$ cat src/rtl/ili_pkg.sv
// Shared constants, codes and types for the indexed list block.
`default_nettype none
package ili_pkg;
  localparam int CAPACITY = 16;
  localparam int DATA_W = 32;
  localparam int POS_W = 5;
  localparam int CNT_W = $clog2(CAPACITY + 1);
  localparam int CMP_W = (CNT_W > POS_W) ? CNT_W : POS_W;

  localparam logic [1:0] OP_INSERT = 2'd0;
  localparam logic [1:0] OP_DELETE = 2'd1;
  localparam logic [1:0] OP_READ = 2'd2;

  localparam logic [1:0] STATUS_DONE = 2'd0;
  localparam logic [1:0] STATUS_RANGE = 2'd1;
  localparam logic [1:0] STATUS_FULL = 2'd2;

  typedef struct packed {
    logic ins;
    logic del;
    logic [CMP_W-1:0] pos;
    logic [DATA_W-1:0] value;
  } cell_ctrl_t;
endpackage
`default_nettype wire

$ cat src/rtl/ili_cell.sv
// One list slot: holds an entry, shifts from its neighbors and joins the read chain.
`default_nettype none
module ili_cell (
  input  wire logic                            clk_i,
  input  wire ili_pkg::cell_ctrl_t             ctrl_i,
  input  wire logic [ili_pkg::CMP_W-1:0]       idx_i,
  input  wire logic [ili_pkg::DATA_W-1:0]      prev_i,
  input  wire logic [ili_pkg::DATA_W-1:0]      next_i,
  input  wire logic [ili_pkg::DATA_W-1:0]      rd_i,
  output logic      [ili_pkg::DATA_W-1:0]      entry_o,
  output logic      [ili_pkg::DATA_W-1:0]      rd_o
);
  logic [ili_pkg::DATA_W-1:0] entry_q, entry_d;
  logic at_pos, past_pos, we;

  assign at_pos = (idx_i == ctrl_i.pos);
  assign past_pos = (idx_i >= ctrl_i.pos);
  assign we = (ctrl_i.ins || ctrl_i.del) && past_pos;

  always_comb begin
    if (ctrl_i.ins) begin
      entry_d = at_pos ? ctrl_i.value : prev_i;
    end else begin
      entry_d = next_i;
    end
  end

  always_ff @(posedge clk_i) begin
    if (we) begin
      entry_q <= entry_d;
    end
  end

  assign entry_o = entry_q;
  assign rd_o = rd_i | (at_pos ? entry_q : '0);
endmodule
`default_nettype wire

$ cat src/rtl/indexed_list_insert_delete.sv
// Top level of the indexed list: request decode, cell row and result register.
// Bounded ordered list of 16 signed 32-bit entries with insert, delete and
// read at a position. One request is taken per clock; its result appears in
// the output register on the next cycle, and a new request is taken while a
// result waits unless the output is stalled. Every insert or delete shifts
// all affected slots of the cell row in that single cycle, and a read walks
// the slot row's OR chain. Entries need no clearing after reset: only
// positions below the count are ever read.
`default_nettype none
module indexed_list_insert_delete (
  input  wire logic                        clk_i,
  input  wire logic                        rst_ni,
  input  wire logic                        in_valid_i,
  output logic                             in_stall_o,
  input  wire logic [1:0]                  op_i,
  input  wire logic [ili_pkg::POS_W-1:0]   position_i,
  input  wire logic signed [31:0]          value_i,
  output logic                             out_valid_o,
  input  wire logic                        out_stall_i,
  output logic [1:0]                       status_o,
  output logic signed [31:0]               read_value_o,
  output logic [ili_pkg::POS_W-1:0]        entry_count_o
);
  logic accept;
  logic [ili_pkg::CNT_W-1:0] count_q, count_d;
  logic [ili_pkg::CMP_W-1:0] pos_ext, count_ext;
  logic in_range_ins, in_range_acc, full;
  logic [1:0] status_d;
  logic rd_sel;
  logic [ili_pkg::DATA_W-1:0] rd_d;
  ili_pkg::cell_ctrl_t ctrl;
  logic out_valid_q;
  logic [1:0] status_q;
  logic [ili_pkg::DATA_W-1:0] rd_q;
  logic [ili_pkg::CMP_W-1:0] cnt_out_q;

  logic [ili_pkg::DATA_W-1:0] ent [ili_pkg::CAPACITY];
  logic [ili_pkg::DATA_W-1:0] rd_chain [ili_pkg::CAPACITY+1];

  assign in_stall_o = out_valid_q && out_stall_i;
  assign accept = in_valid_i && !in_stall_o;

  assign pos_ext = ili_pkg::CMP_W'(position_i);
  assign count_ext = ili_pkg::CMP_W'(count_q);
  assign in_range_ins = (pos_ext <= count_ext);
  assign in_range_acc = (pos_ext < count_ext);
  assign full = (count_ext >= ili_pkg::CMP_W'(ili_pkg::CAPACITY));

  always_comb begin
    ctrl.ins = 1'b0;
    ctrl.del = 1'b0;
    ctrl.pos = pos_ext;
    ctrl.value = value_i;
    status_d = ili_pkg::STATUS_DONE;
    rd_sel = 1'b0;
    count_d = count_q;
    case (op_i)
      ili_pkg::OP_INSERT: begin
        if (!in_range_ins) begin
          status_d = ili_pkg::STATUS_RANGE;
        end else if (full) begin
          status_d = ili_pkg::STATUS_FULL;
        end else begin
          ctrl.ins = accept;
          count_d = count_q + 1'b1;
        end
      end
      ili_pkg::OP_DELETE: begin
        if (!in_range_acc) begin
          status_d = ili_pkg::STATUS_RANGE;
        end else begin
          ctrl.del = accept;
          count_d = count_q - 1'b1;
        end
      end
      default: begin
        if (!in_range_acc) begin
          status_d = ili_pkg::STATUS_RANGE;
        end else begin
          rd_sel = 1'b1;
        end
      end
    endcase
  end

  assign rd_d = rd_sel ? rd_chain[ili_pkg::CAPACITY] : '0;

  assign rd_chain[0] = '0;

  for (genvar i = 0; i < ili_pkg::CAPACITY; i++) begin : g_cell
    logic [ili_pkg::DATA_W-1:0] prev_w, next_w;
    if (i == 0) begin : g_first
      assign prev_w = value_i;
    end else begin : g_mid
      assign prev_w = ent[i-1];
    end
    if (i == ili_pkg::CAPACITY - 1) begin : g_last
      assign next_w = ent[i];
    end else begin : g_inner
      assign next_w = ent[i+1];
    end
    ili_cell u_cell (
      .clk_i   (clk_i),
      .ctrl_i  (ctrl),
      .idx_i   (ili_pkg::CMP_W'(i)),
      .prev_i  (prev_w),
      .next_i  (next_w),
      .rd_i    (rd_chain[i]),
      .entry_o (ent[i]),
      .rd_o    (rd_chain[i+1])
    );
  end

  always_ff @(posedge clk_i or negedge rst_ni) begin
    if (!rst_ni) begin
      count_q <= '0;
      out_valid_q <= 1'b0;
    end else begin
      if (accept) begin
        count_q <= count_d;
        out_valid_q <= 1'b1;
      end else if (!out_stall_i) begin
        out_valid_q <= 1'b0;
      end
    end
  end

  always_ff @(posedge clk_i) begin
    if (accept) begin
      status_q <= status_d;
      rd_q <= rd_d;
      cnt_out_q <= ili_pkg::CMP_W'(count_d);
    end
  end

  assign out_valid_o = out_valid_q;
  assign status_o = status_q;
  assign read_value_o = rd_q;
  assign entry_count_o = cnt_out_q[ili_pkg::POS_W-1:0];
endmodule
`default_nettype wire

$ cat config.mk
export PLATFORM = sky130hd
export DESIGN_NAME = indexed_list_insert_delete
export DESIGN_NICKNAME = d
export VERILOG_FILES = /design/src/rtl/ili_pkg.sv /design/src/rtl/ili_cell.sv /design/src/rtl/indexed_list_insert_delete.sv
export SDC_FILE = /design/constraint.sdc
export NUM_CORES = 1
export LEC_CHECK = 0
export BUFFER_PORTS_ARGS = -buffer_cell sky130_fd_sc_hd__buf_2
export CAP_MARGIN = 20
export CORE_ASPECT_RATIO = 1.5
export CORE_MARGIN = 2
export CORE_UTILIZATION = 31
export DETAILED_ROUTE_END_ITERATION = 10
export PLACE_DENSITY_LB_ADDON = 0.12
export SLEW_MARGIN = 30
export SYNTH_ARGS = -nofsm -noshare
export SYNTH_HDL_FRONTEND = slang
export SYNTH_SLANG_ARGS = --single-unit
$ cat constraint.sdc
create_clock -name clk_i -period 7.85 [get_ports clk_i]
set_input_delay 1.57 -clock clk_i [delete_from_list [all_inputs] [get_ports clk_i]]
set_output_delay 1.57 -clock clk_i [all_outputs]
set_load 0.01 [all_outputs]
### After elaboration in Yosys (flattened, before gate mapping)

Cells that the tools add are included.
W data, S select, Z words.

| storage, ports and cells | value |
|---|---|
| register bits after elaboration | 557 |
| bits of input ports | 43 |
| output and inout bits | 41 |
| logic and storage cells | 161 |

| cells by class | value |
|---|---|
| $add $sub $neg | 2 |
| magnitude comparators | 19 |
| equality and inequality tests | 17 |
| muxes and demuxes | 63 |
| bitwise operators | 15 |
| reduce and logical (&&, ||, !) cells | 24 |

Operator list:

| kind | number |
|---|---|
| $mux W32 | 46 |
| $or A32 B32 Y32 | 15 |
| $eq A4 B5 Y1 const A | 8 |
| $ge A4 B5 Y1 const A | 8 |
| $eq A3 B5 Y1 const A | 4 |
| $ge A3 B5 Y1 const A | 4 |
| $logic_and A1 B1 Y1 | 18 |
| $mux W5 | 3 |
| $eq A2 B5 Y1 const A | 2 |
| $ge A1 B5 Y1 const A | 2 |
| $ge A2 B5 Y1 const A | 2 |
| $mux W1 | 10 |
| $pmux W5 S2 | 1 |
| $mux W2 | 3 |
| $add A5 B1 Y5 const B | 1 |
| $eq A1 B5 Y1 const A | 1 |
| $ge A5 B5 Y1 const B | 1 |
| $le A5 B5 Y1 | 1 |
| $logic_not A5 Y1 | 1 |
| $lt A5 B5 Y1 | 1 |
| $sub A5 B1 Y5 const B | 1 |
| $eq A2 B1 Y1 const B | 1 |
| $logic_not A2 Y1 | 1 |
| $ne A2 B1 Y1 const B | 1 |
| other kinds (4) | 4 |

### Logic depth before layout (Yosys ltp)

Gate-level depths: netlist (run 1).

| logic depth | value |
|---|---|
| word-level depth | 17 |
| depth in mapped cells | 11 |
| mapped depth without buffers | 7 |

### Hierarchy

Synthesis (run 1) repeated with hierarchy kept, for this count alone.

| unflattened totals | value |
|---|---|
| cell total of the unflattened synthesis | 3985 |
| area, all modules | 37468.4 um^2 |

Modules (own cells, without submodules):

| module | instances | cells each | area each (um^2) | seq. area each (um^2) |
|---|---|---|---|---|
| ili_cell | 16 | 238 | 2208.4 | 960.9 |
| indexed_list_insert_delete | 1 | 177 | 2134.5 | 1321.3 |

### Worst setup path before layout (run 1)

No wires, ideal clock.

| timing | value |
|---|---|
| path kind | input to register |
| start | input out_stall_i |
| end | register g_cell[5].u_cell.entry_q (netlist bit g_cell[5].u_cell.entry_o[0]), enable pin |
| library setup time | 0.595 ns |
| data arrival time | 8.146 ns |
| data required time | 7.255 ns |
| setup slack | -0.891 ns |
| stages | 6 |
| buffers on the path | 0 |
| path through | nand2_1 -> nand2_1 -> inv_1 -> and2_1 -> o21ai_1 -> a2111oi_0 |

| on the way | value |
|---|---|
| word-level cells in the longest chain between the ends | 8 |
| elaborated cells on any way between the ends | 10 |
| those cells by class | 5 x mux; 5 x reduce/logical |

Ends and longest elaborated chain:

| what | RTL line | text |
|---|---|---|
| start, declared | indexed_list_insert_delete.sv:19 | `input wire logic out_stall_i,` |
| $logic_and A1 B1 Y1 (*) | indexed_list_insert_delete.sv:40 | `assign in_stall_o = out_valid_q && out_stall_i;` |
| $logic_not A1 Y1 (*) | indexed_list_insert_delete.sv:41 | `assign accept = in_valid_i && !in_stall_o;` |
| $logic_and A1 B1 Y1 (*) | indexed_list_insert_delete.sv:41 |  |
| net accept | indexed_list_insert_delete.sv:24 | `logic accept;` |
| $mux W1 | indexed_list_insert_delete.sv:61 | `end else if (full) begin` |
| $mux W1 | indexed_list_insert_delete.sv:59 | `if (!in_range_ins) begin` |
| $mux W1 | indexed_list_insert_delete.sv:57 | `case (op_i)` |
| $logic_or A1 B1 Y1 (*) | ili_cell.sv:18 | `assign we = (ctrl_i.ins \|\| ctrl_i.del) && past_pos;` |
| $logic_and A1 B1 Y1 (*) | ili_cell.sv:18 |  |
| net g_cell[5].u_cell.we | ili_cell.sv:14 | `logic at_pos, past_pos, we;` |
| end signal, assigned | ili_cell.sv:30 | `entry_q <= entry_d;` |
| end, declared | ili_cell.sv:13 | `logic [ili_pkg::DATA_W-1:0] entry_q, entry_d;` |

The timed path passes the listed nets; every way through them passes the cells marked *.
A chain may end at the register's enable or synchronous reset.

### Worst setup path after layout (run 1)

| timing | value |
|---|---|
| start | input out_stall_i |
| end | register g_cell[14].u_cell.entry_q (netlist bit g_cell[14].u_cell.entry_o[22]) (data pin) |

| on the way | value |
|---|---|
| word-level cells in the longest chain between the ends | 7 |

Ends and longest elaborated chain:

| what | RTL line | text |
|---|---|---|
| $logic_and A1 B1 Y1 | indexed_list_insert_delete.sv:40 |  |
| $logic_not A1 Y1 | indexed_list_insert_delete.sv:41 |  |
| $logic_and A1 B1 Y1 | indexed_list_insert_delete.sv:41 |  |
| net accept | indexed_list_insert_delete.sv:24 |  |
| $mux W1 | indexed_list_insert_delete.sv:61 |  |
| $mux W1 | indexed_list_insert_delete.sv:59 |  |
| $mux W1 | indexed_list_insert_delete.sv:57 |  |
| $mux W32 | ili_cell.sv:21 | `if (ctrl_i.ins) begin` |
| net g_cell[14].u_cell.entry_d, one bit | ili_cell.sv:13 |  |
| end signal, assigned | ili_cell.sv:30 |  |
| end, declared | ili_cell.sv:13 |  |

The timed path passes the listed nets, and every way through them passes these cells.

==> run summary, run 1 <==
Area delta synth->final: 10.9%
Post-CTS Setup Bufs: 0
Largest cells by area after synthesis: edfxtp_1, mux2_2, a22oi_1, buf_4, a22o_1
Num CTS Buffers: 59
DR vias/cell: 5.66
CTS sink cnt: 557
Max Cap Violations: 0
Placed Instance Area: 34300 um2
Routed wire length: 114000 um
Gpl congestion: 0.764
CP Capture Type: flip-flop
Clock buffer depth: 3
Residual DRC: 0
Final Hold Viols: 0
Outcome: finished clean
Yosys warns: 0
DIE HEIGHT: 401 um
Worst-path clk slew: 0.07 ns
Largest net degree at the start of global routing: 111
Slew headroom: 33.5%
Top_reg_cell synth: edfxtp_1
Leading area contributor after synthesis: edfxtp_1
Worst endpoint required time: 8.25 ns
FF+latch count, synth: 557
Antenna violations before repair: 12
F_max: 0.211 GHz
Post-place setup slack: 2.47 ns
Row count: 145
Final ANT Viol Nets: 0
Number of flops mapped to enable cells by yosys: 551
CTS tree: yes
CP Class: input port to flip-flop
Chip width: 268 um
Synth Cell Area: 32500 um2
Pins Over Slew Limit: 0
1st-iter DRT viols: 1546
Period minus WS final: 4.73 ns
Post_cts resized: 0
Layout cell share with drive strength beyond 1: 54.2%
Hold buffers post-CTS: 0
Setup slack after layout: 3.12 ns
Via count: 20.7k
H-tree depth: 2
Pwr per Cell Area: 194 nW/um2
Port bufs: 83
Post-synthesis cell type count: 63
Clock root cell: clkbuf_16
RSZ-0062 raised after global routing: no
Vias in the first global route: 21.5k
Syn Nets: 2266
Die area: 108000 um2
Wirelength per Cell: 31.2 um
First-pass GRT wire length: 162000 um
Worst-Skew Late Latency: 0.66 ns
Total iterations of the first detailed-routing run: 5
Share of the synthesized area in the top cell type: 50.9%
Crit path max fanout: 110
Hold Path Class: flip-flop to flip-flop
Final setup fails: 0
Slew @ Worst Pin: 0.998 ns
Nets: 2271
Cells after Synth: 2216
Setup TNS: 0 ns
GRT Util Overall: 20.9%
Fill count: 10.2k
Clk_skew: 0.0216 ns
Grt ovf: 0
Post-synth ARST share: 1.08%
Critical Path AT: 5.14 ns
Initial Utilization: 31.2%
Fin crit share: 60.3%
Io pins: 84
Leak pwr: 11.4 nW
Peak supply drop: 187 uV
Syn avg cell area: 14.7 um2
CP startpoint kind: input port
Register area share after synthesis: 51.4%
Post-DP HPWL: 65500 um
Core Area: 104000 um2
Post-Layout Inst Area: 36100 um2
kinds of logic after synthesis:
logic type               synth area share [%]
buffers and inverters                    3.78
AND/OR/NAND/NOR                          3.72
flip-flops                               51.4
adder cells (fa/ha/maj)                 0.269
multiplexers                             33.2
XOR/XNOR                                0.162
AO/OA/AOI/OAI                            7.47
power breakdown:
| group | switching, mW | internal, mW | total (mW) |
|---|---|---|---|
| clock network | 1.27 | 1.44 | 2.72 |
| registers | 0.0705 | 3.38 | 3.45 |
| logic | 0.491 | 0.335 | 0.825 |
| total | 1.83 | 5.16 | 6.99 |
area by class of cell:
cell class / instances / area, um2 / area share (%)
flip-flops and latches: 557 / 16700 / 46.3
inverters: 10 / 37.5 / 0.104
diodes: 1 / 2.50 / 0.00694
well taps: 1396 / 1750 / 4.84
repair buffers: 148 / 1060 / 2.95
clock buffers: 72 / 1530 / 4.23
clock inverters: 28 / 239 / 0.663
multi-input cells: 1445 / 14800 / 40.9
worst max-delay path, stage by stage:
cell and delay [ns]:
buf_2 0.10, nand2_1 0.09, nand2_1 0.13, inv_2 0.51, buf_4 0.62, and3_4 0.94, buf_12 0.58, mux2_2 0.41
final timing paths:
kind,end,from,slack (ns),cells after the start
max in group asynchronous,count_ext[3],rst_ni,6.93,1
min reg2reg,out_valid_o,out_valid_o,0.53,2
max reg2reg,g_cell[14].u_cell.entry_o[22],out_valid_o,3.77,7
min in group asynchronous,count_ext[2],rst_ni,0.75,1
min,out_valid_o,out_valid_o,0.53,2
max,g_cell[14].u_cell.entry_o[22],out_stall_i,3.12,8
routing by layer:
metal / global-route usage [%] / wire length (um) / vias up
met3: 2.53 / 5140 / 143
met4: 5.70 / 3000 / 4
li1: - / - / 8929
met2: 37.1 / 58600 / 602
met1: 26.4 / 47400 / 11034
met5: 0 / 28 / -
Yosys cell counts, drive strengths merged, types with 3 or more instances:
cell type / n
a31oi: 33
nand3b: 3
a32oi: 8
nor2: 32
a2111oi: 17
nand2: 14
mux2: 959
nor3: 11
a221oi: 60
nand2b: 3
and2: 5
a22o: 62
nand4: 4
inv: 10
xnor2: 6
ha: 7
clkbuf: 51
and4: 15
and3: 64
dfrtp: 6
edfxtp: 551
a21oi: 10
o21a: 3
a22oi: 94
buf: 153
cell usage in the layout (no fill, tap or decap), types with 5 or more instances in the layout:
cell type,instances
xnor2_1,6
clkinv_2,5
and4_1,15
a221oi_1,60
clkbuf_1,13
mux2_1,12
a32oi_1,8
clkbuf_16,59
a22o_1,62
ha_1,7
buf_4,54
nand2_1,11
nor3_1,6
and3_1,63
nor2_4,11
a2111oi_0,15
dfrtp_1,6
nor2_8,10
nor3_2,5
clkinv_1,9
buf_12,8
inv_1,9
a21oi_1,8
nor2_1,9
a22oi_1,94
clkinvlp_4,5
mux2_2,947
buf_2,83
a31oi_1,33
edfxtp_1,551
flip-flops by register name, indices dropped and copies added (netlist names):
register,cells
read_value_o,32
entry_count_o,5
count_ext,5
g_cell.u_cell.entry_o,512
out_valid_o,1
status_o,2
per-stage QoR:
stage / hold WS [ns] / utilization (%) / power (mW) / instances
2_1_floorplan: 0.540 / - / 4.05 / 2216
3_3_place_gp: 0.523 / 32.8 / 4.33 / 3552
3_5_place_dp: 0.522 / 32.9 / 4.34 / 3555
4_1_cts: 0.538 / 34.6 / 7.09 / 3655
5_1_grt: 0.580 / 34.6 / 7.24 / 3656
6_report: 0.527 / 34.6 / 6.99 / 3657
(Power assumes the default switching activity.)
==> inputs of run 2 (changes only) <==
Settings changed: ABC_AREA from default to 1.
Clock period 7.85 ns to 4.2 ns, I/O delays scaled along.
==> run 2 against run 1 <==
Against the previous run: die area down 4.0%; clock power up 100%; setup slack worse by 2.3 ns; non-clock buffer count up 37; design area down 1.9%; synthesized area down 4.0%; via count up 31%; register-to-register slack worse by 2.9 ns; sequential share of layout area up 0.88 points; utilization up 0.82 points; highest routed layer unchanged.
==> run summary, run 2 <==
Post-Layout Inst Area: 35400 um2
Synth cell count leaders: nand2_1, o21ai_0, edfxtp_1
Worst Hold End: out_valid_o
Period minus WS final: 3.36 ns
Crit path max-delay cell type: dfrtp_1
Post-CTS Setup Bufs: 0
Cells after Synth: 3921
Slew headroom: 32.1%
CTS tree: yes
Chip width: 263 um
RR Endpoint: g_cell[0].u_cell.entry_o[28]
DR vias/cell: 5.20
Slew @ Worst Pin: 1.02 ns
Count of non-filler cells in the finished layout: 5221
Port bufs: 83
Dpl cells: 5106
Row count: 142
Number of flops mapped to enable cells by yosys: 551
Post-layout util: 35.4%
Gpl congestion: 0.803
Register area share after synthesis: 53.5%
Routed wire length: 119000 um
Overall power: 13.7 mW
Largest net degree at the start of global routing: 207
H-tree depth: 2
Crit path max fanout: 174
Pins Over Slew Limit: 0
Share of the synthesized area in the top cell type: 53.0%
Layout cell share with drive strength beyond 1: 8.28%
Placed Instance Area: 33400 um2
Routed length on met3: 6900 um
Final Hold Viols: 0
CP Capture Type: flip-flop
Max Cap Violations: 0
1st-iter DRT viols: 3152
First-pass GRT wire length: 174000 um
FF+latch count, synth: 557
Top_reg_cell synth: edfxtp_1
Syn avg cell area: 7.96 um2
Flop2flop setup slack: 0.84 ns
Clock root cell: clkbuf_16
Crit path largest cell delay: 0.57 ns
CTS sink cnt: 557
Clock buffer depth: 3
Most frequent cells in the layout: nand2_1, o21ai_0, edfxtp_1
Nets: 3924
Post-place setup slack: 0.519 ns
Clk_skew: 0.0130 ns
RSZ-0062 raised after global routing: no
HP Start: out_stall_i
GRT Util Overall: 22.7%
CP startpoint kind: flip-flop
Fill count: 10.5k
Outcome: finished clean
CP Class: flip-flop to flip-flop
Num CTS Buffers: 61
Initial Utilization: 31.2%
Final ANT Viol Nets: 0
Synth Cell Area: 31200 um2
Post-synth ARST share: 1.08%
Pwr per Cell Area: 388 nW/um2
Worst endpoint required time: 4.55 ns
Fin crit share: 80.1%
Yosys warns: 0
Antenna violations before repair: 6
Total iterations of the first detailed-routing run: 6
Sequence of cells on the critical path: inv_1, ha_1, nand2_1, nor2_1, nand2_1, nand3_2, nand2_2, nand3_4, buf_12, buf_12, o21ai_0
Most common cell after layout, fill and taps aside: nand2_1
Worst-Skew Late Latency: 0.66 ns
Largest cells by area after synthesis: edfxtp_1, nand2_1, o21ai_0, nor2_1, clkbuf_1
DIE HEIGHT: 393 um
Area delta synth->final: 13.5%
Final setup fails: 0
Critical Path AT: 3.71 ns
Io pins: 84
Leading area contributor after synthesis: edfxtp_1
Core Area: 99900 um2
R2r worst-path depth: 11
Setup TNS: 0 ns
Post-synthesis cell type count: 26
Hold Path Class: input port to flip-flop
Syn Nets: 3971
Top sig layer: met5
F_max: 0.297 GHz
M1 wire length: 52900 um
Via count: 27.1k
Residual DRC: 0
Count leader, synth: nand2_1
Post-DP HPWL: 70900 um
Die area: 103000 um2
Vias in the first global route: 25.7k
Leak pwr: 13.6 nW
Reg2reg start: count_ext[2]
Peak supply drop: 337 uV
Grt ovf: 0
Hold Path Cell Cnt: 3
WL met2: 55200 um
Max FFs per register: 512
Worst-path clk slew: 0.07 ns
Setup slack after layout: 0.835 ns
Worst hold slack: 0.427 ns
Wirelength per Cell: 22.8 um
## run 2: changes by cell type after synthesis, moves of 62 or more
cell	previous run	this run
o21ai_1	1	70
inv_1	10	139
and3_1	64	1
mux2_2	947	0
clkbuf_1	50	161
nor2_1	15	181
nand2_1	12	1558
a22o_1	62	0
a22oi_1	94	0
o21ai_0	0	982
## run 2: routing by layer
metal / GRT usage, % / vias to the layer above
met5: 0 / -
met4: 7.84 / 4
met3: 3.16 / 186
met2: 37.5 / 851
met1: 30.5 / 13020
li1: - / 13069
## run 2: cells by family (layout without fill, tap and decap cells)
logic type,Yosys count,after routing,synth area share [%]
and+or+nand+nor,1850,1850,23.0
AOI/OAI and AO/OA,1060,1060,17.0
DFF,557,557,53.5
buffers and inverters,443,445,6.12
adders and majority gates,7,7,0.281
xor gates and xnor gates,4,4,0.112
other,0,2,0
## run 2: worst max-delay path by stage
stage                             start                            to  slack [ns]  depth (start not counted)
after floorplan             out_stall_i  g_cell[10].u_cell.entry_o[0]       -0.25                          8
after global placement    position_i[0]  g_cell[0].u_cell.entry_o[28]        0.50                         11
after detailed placement  position_i[0]  g_cell[0].u_cell.entry_o[28]        0.52                         11
after CTS                  count_ext[2]   g_cell[4].u_cell.entry_o[9]        0.92                         13
after global routing       count_ext[4]  g_cell[0].u_cell.entry_o[28]        0.65                         11
final                      count_ext[2]  g_cell[0].u_cell.entry_o[28]        0.84                         11
## run 2: final cells by class
class,instances,area (um2),share of cell area (%)
Clock inverter,41,400,1.13
Sequential cell,557,16700,47.2
Inverter,148,563,1.59
Multi-Input combinational cell,2921,12800,36.3
Clock buffer,71,1560,4.42
Tap cell,1296,1620,4.58
Timing Repair Buffer,185,1710,4.83
Antenna cell,2,5.00,0.0141
## run 2: report_power, final
| group | internal (mW) | leakage [nW] | switching [mW] |
|---|---|---|---|
| clock network | 3.09 | 0.957 | 2.47 |
| registers | 6.37 | 5.08 | 0.145 |
| logic | 0.472 | 7.58 | 1.20 |
## run 2: worst max-delay path, delay by kind of cell, from the launching register on
kind / cells / cell delay, ns
buffers and inverters: 3 / 0.84
AO/OA/AOI/OAI: 1 / 0.29
flip-flops: 1 / 0.57
adder cells (fa/ha/maj): 1 / 0.33
AND/OR/NAND/NOR: 6 / 0.71
## run 2: repair_timing
action / in CTS / in global routing
gates resized for setup: 0 / 0
hold buffers: 1 / 0
endpoints found under the hold margin: 6 / 0
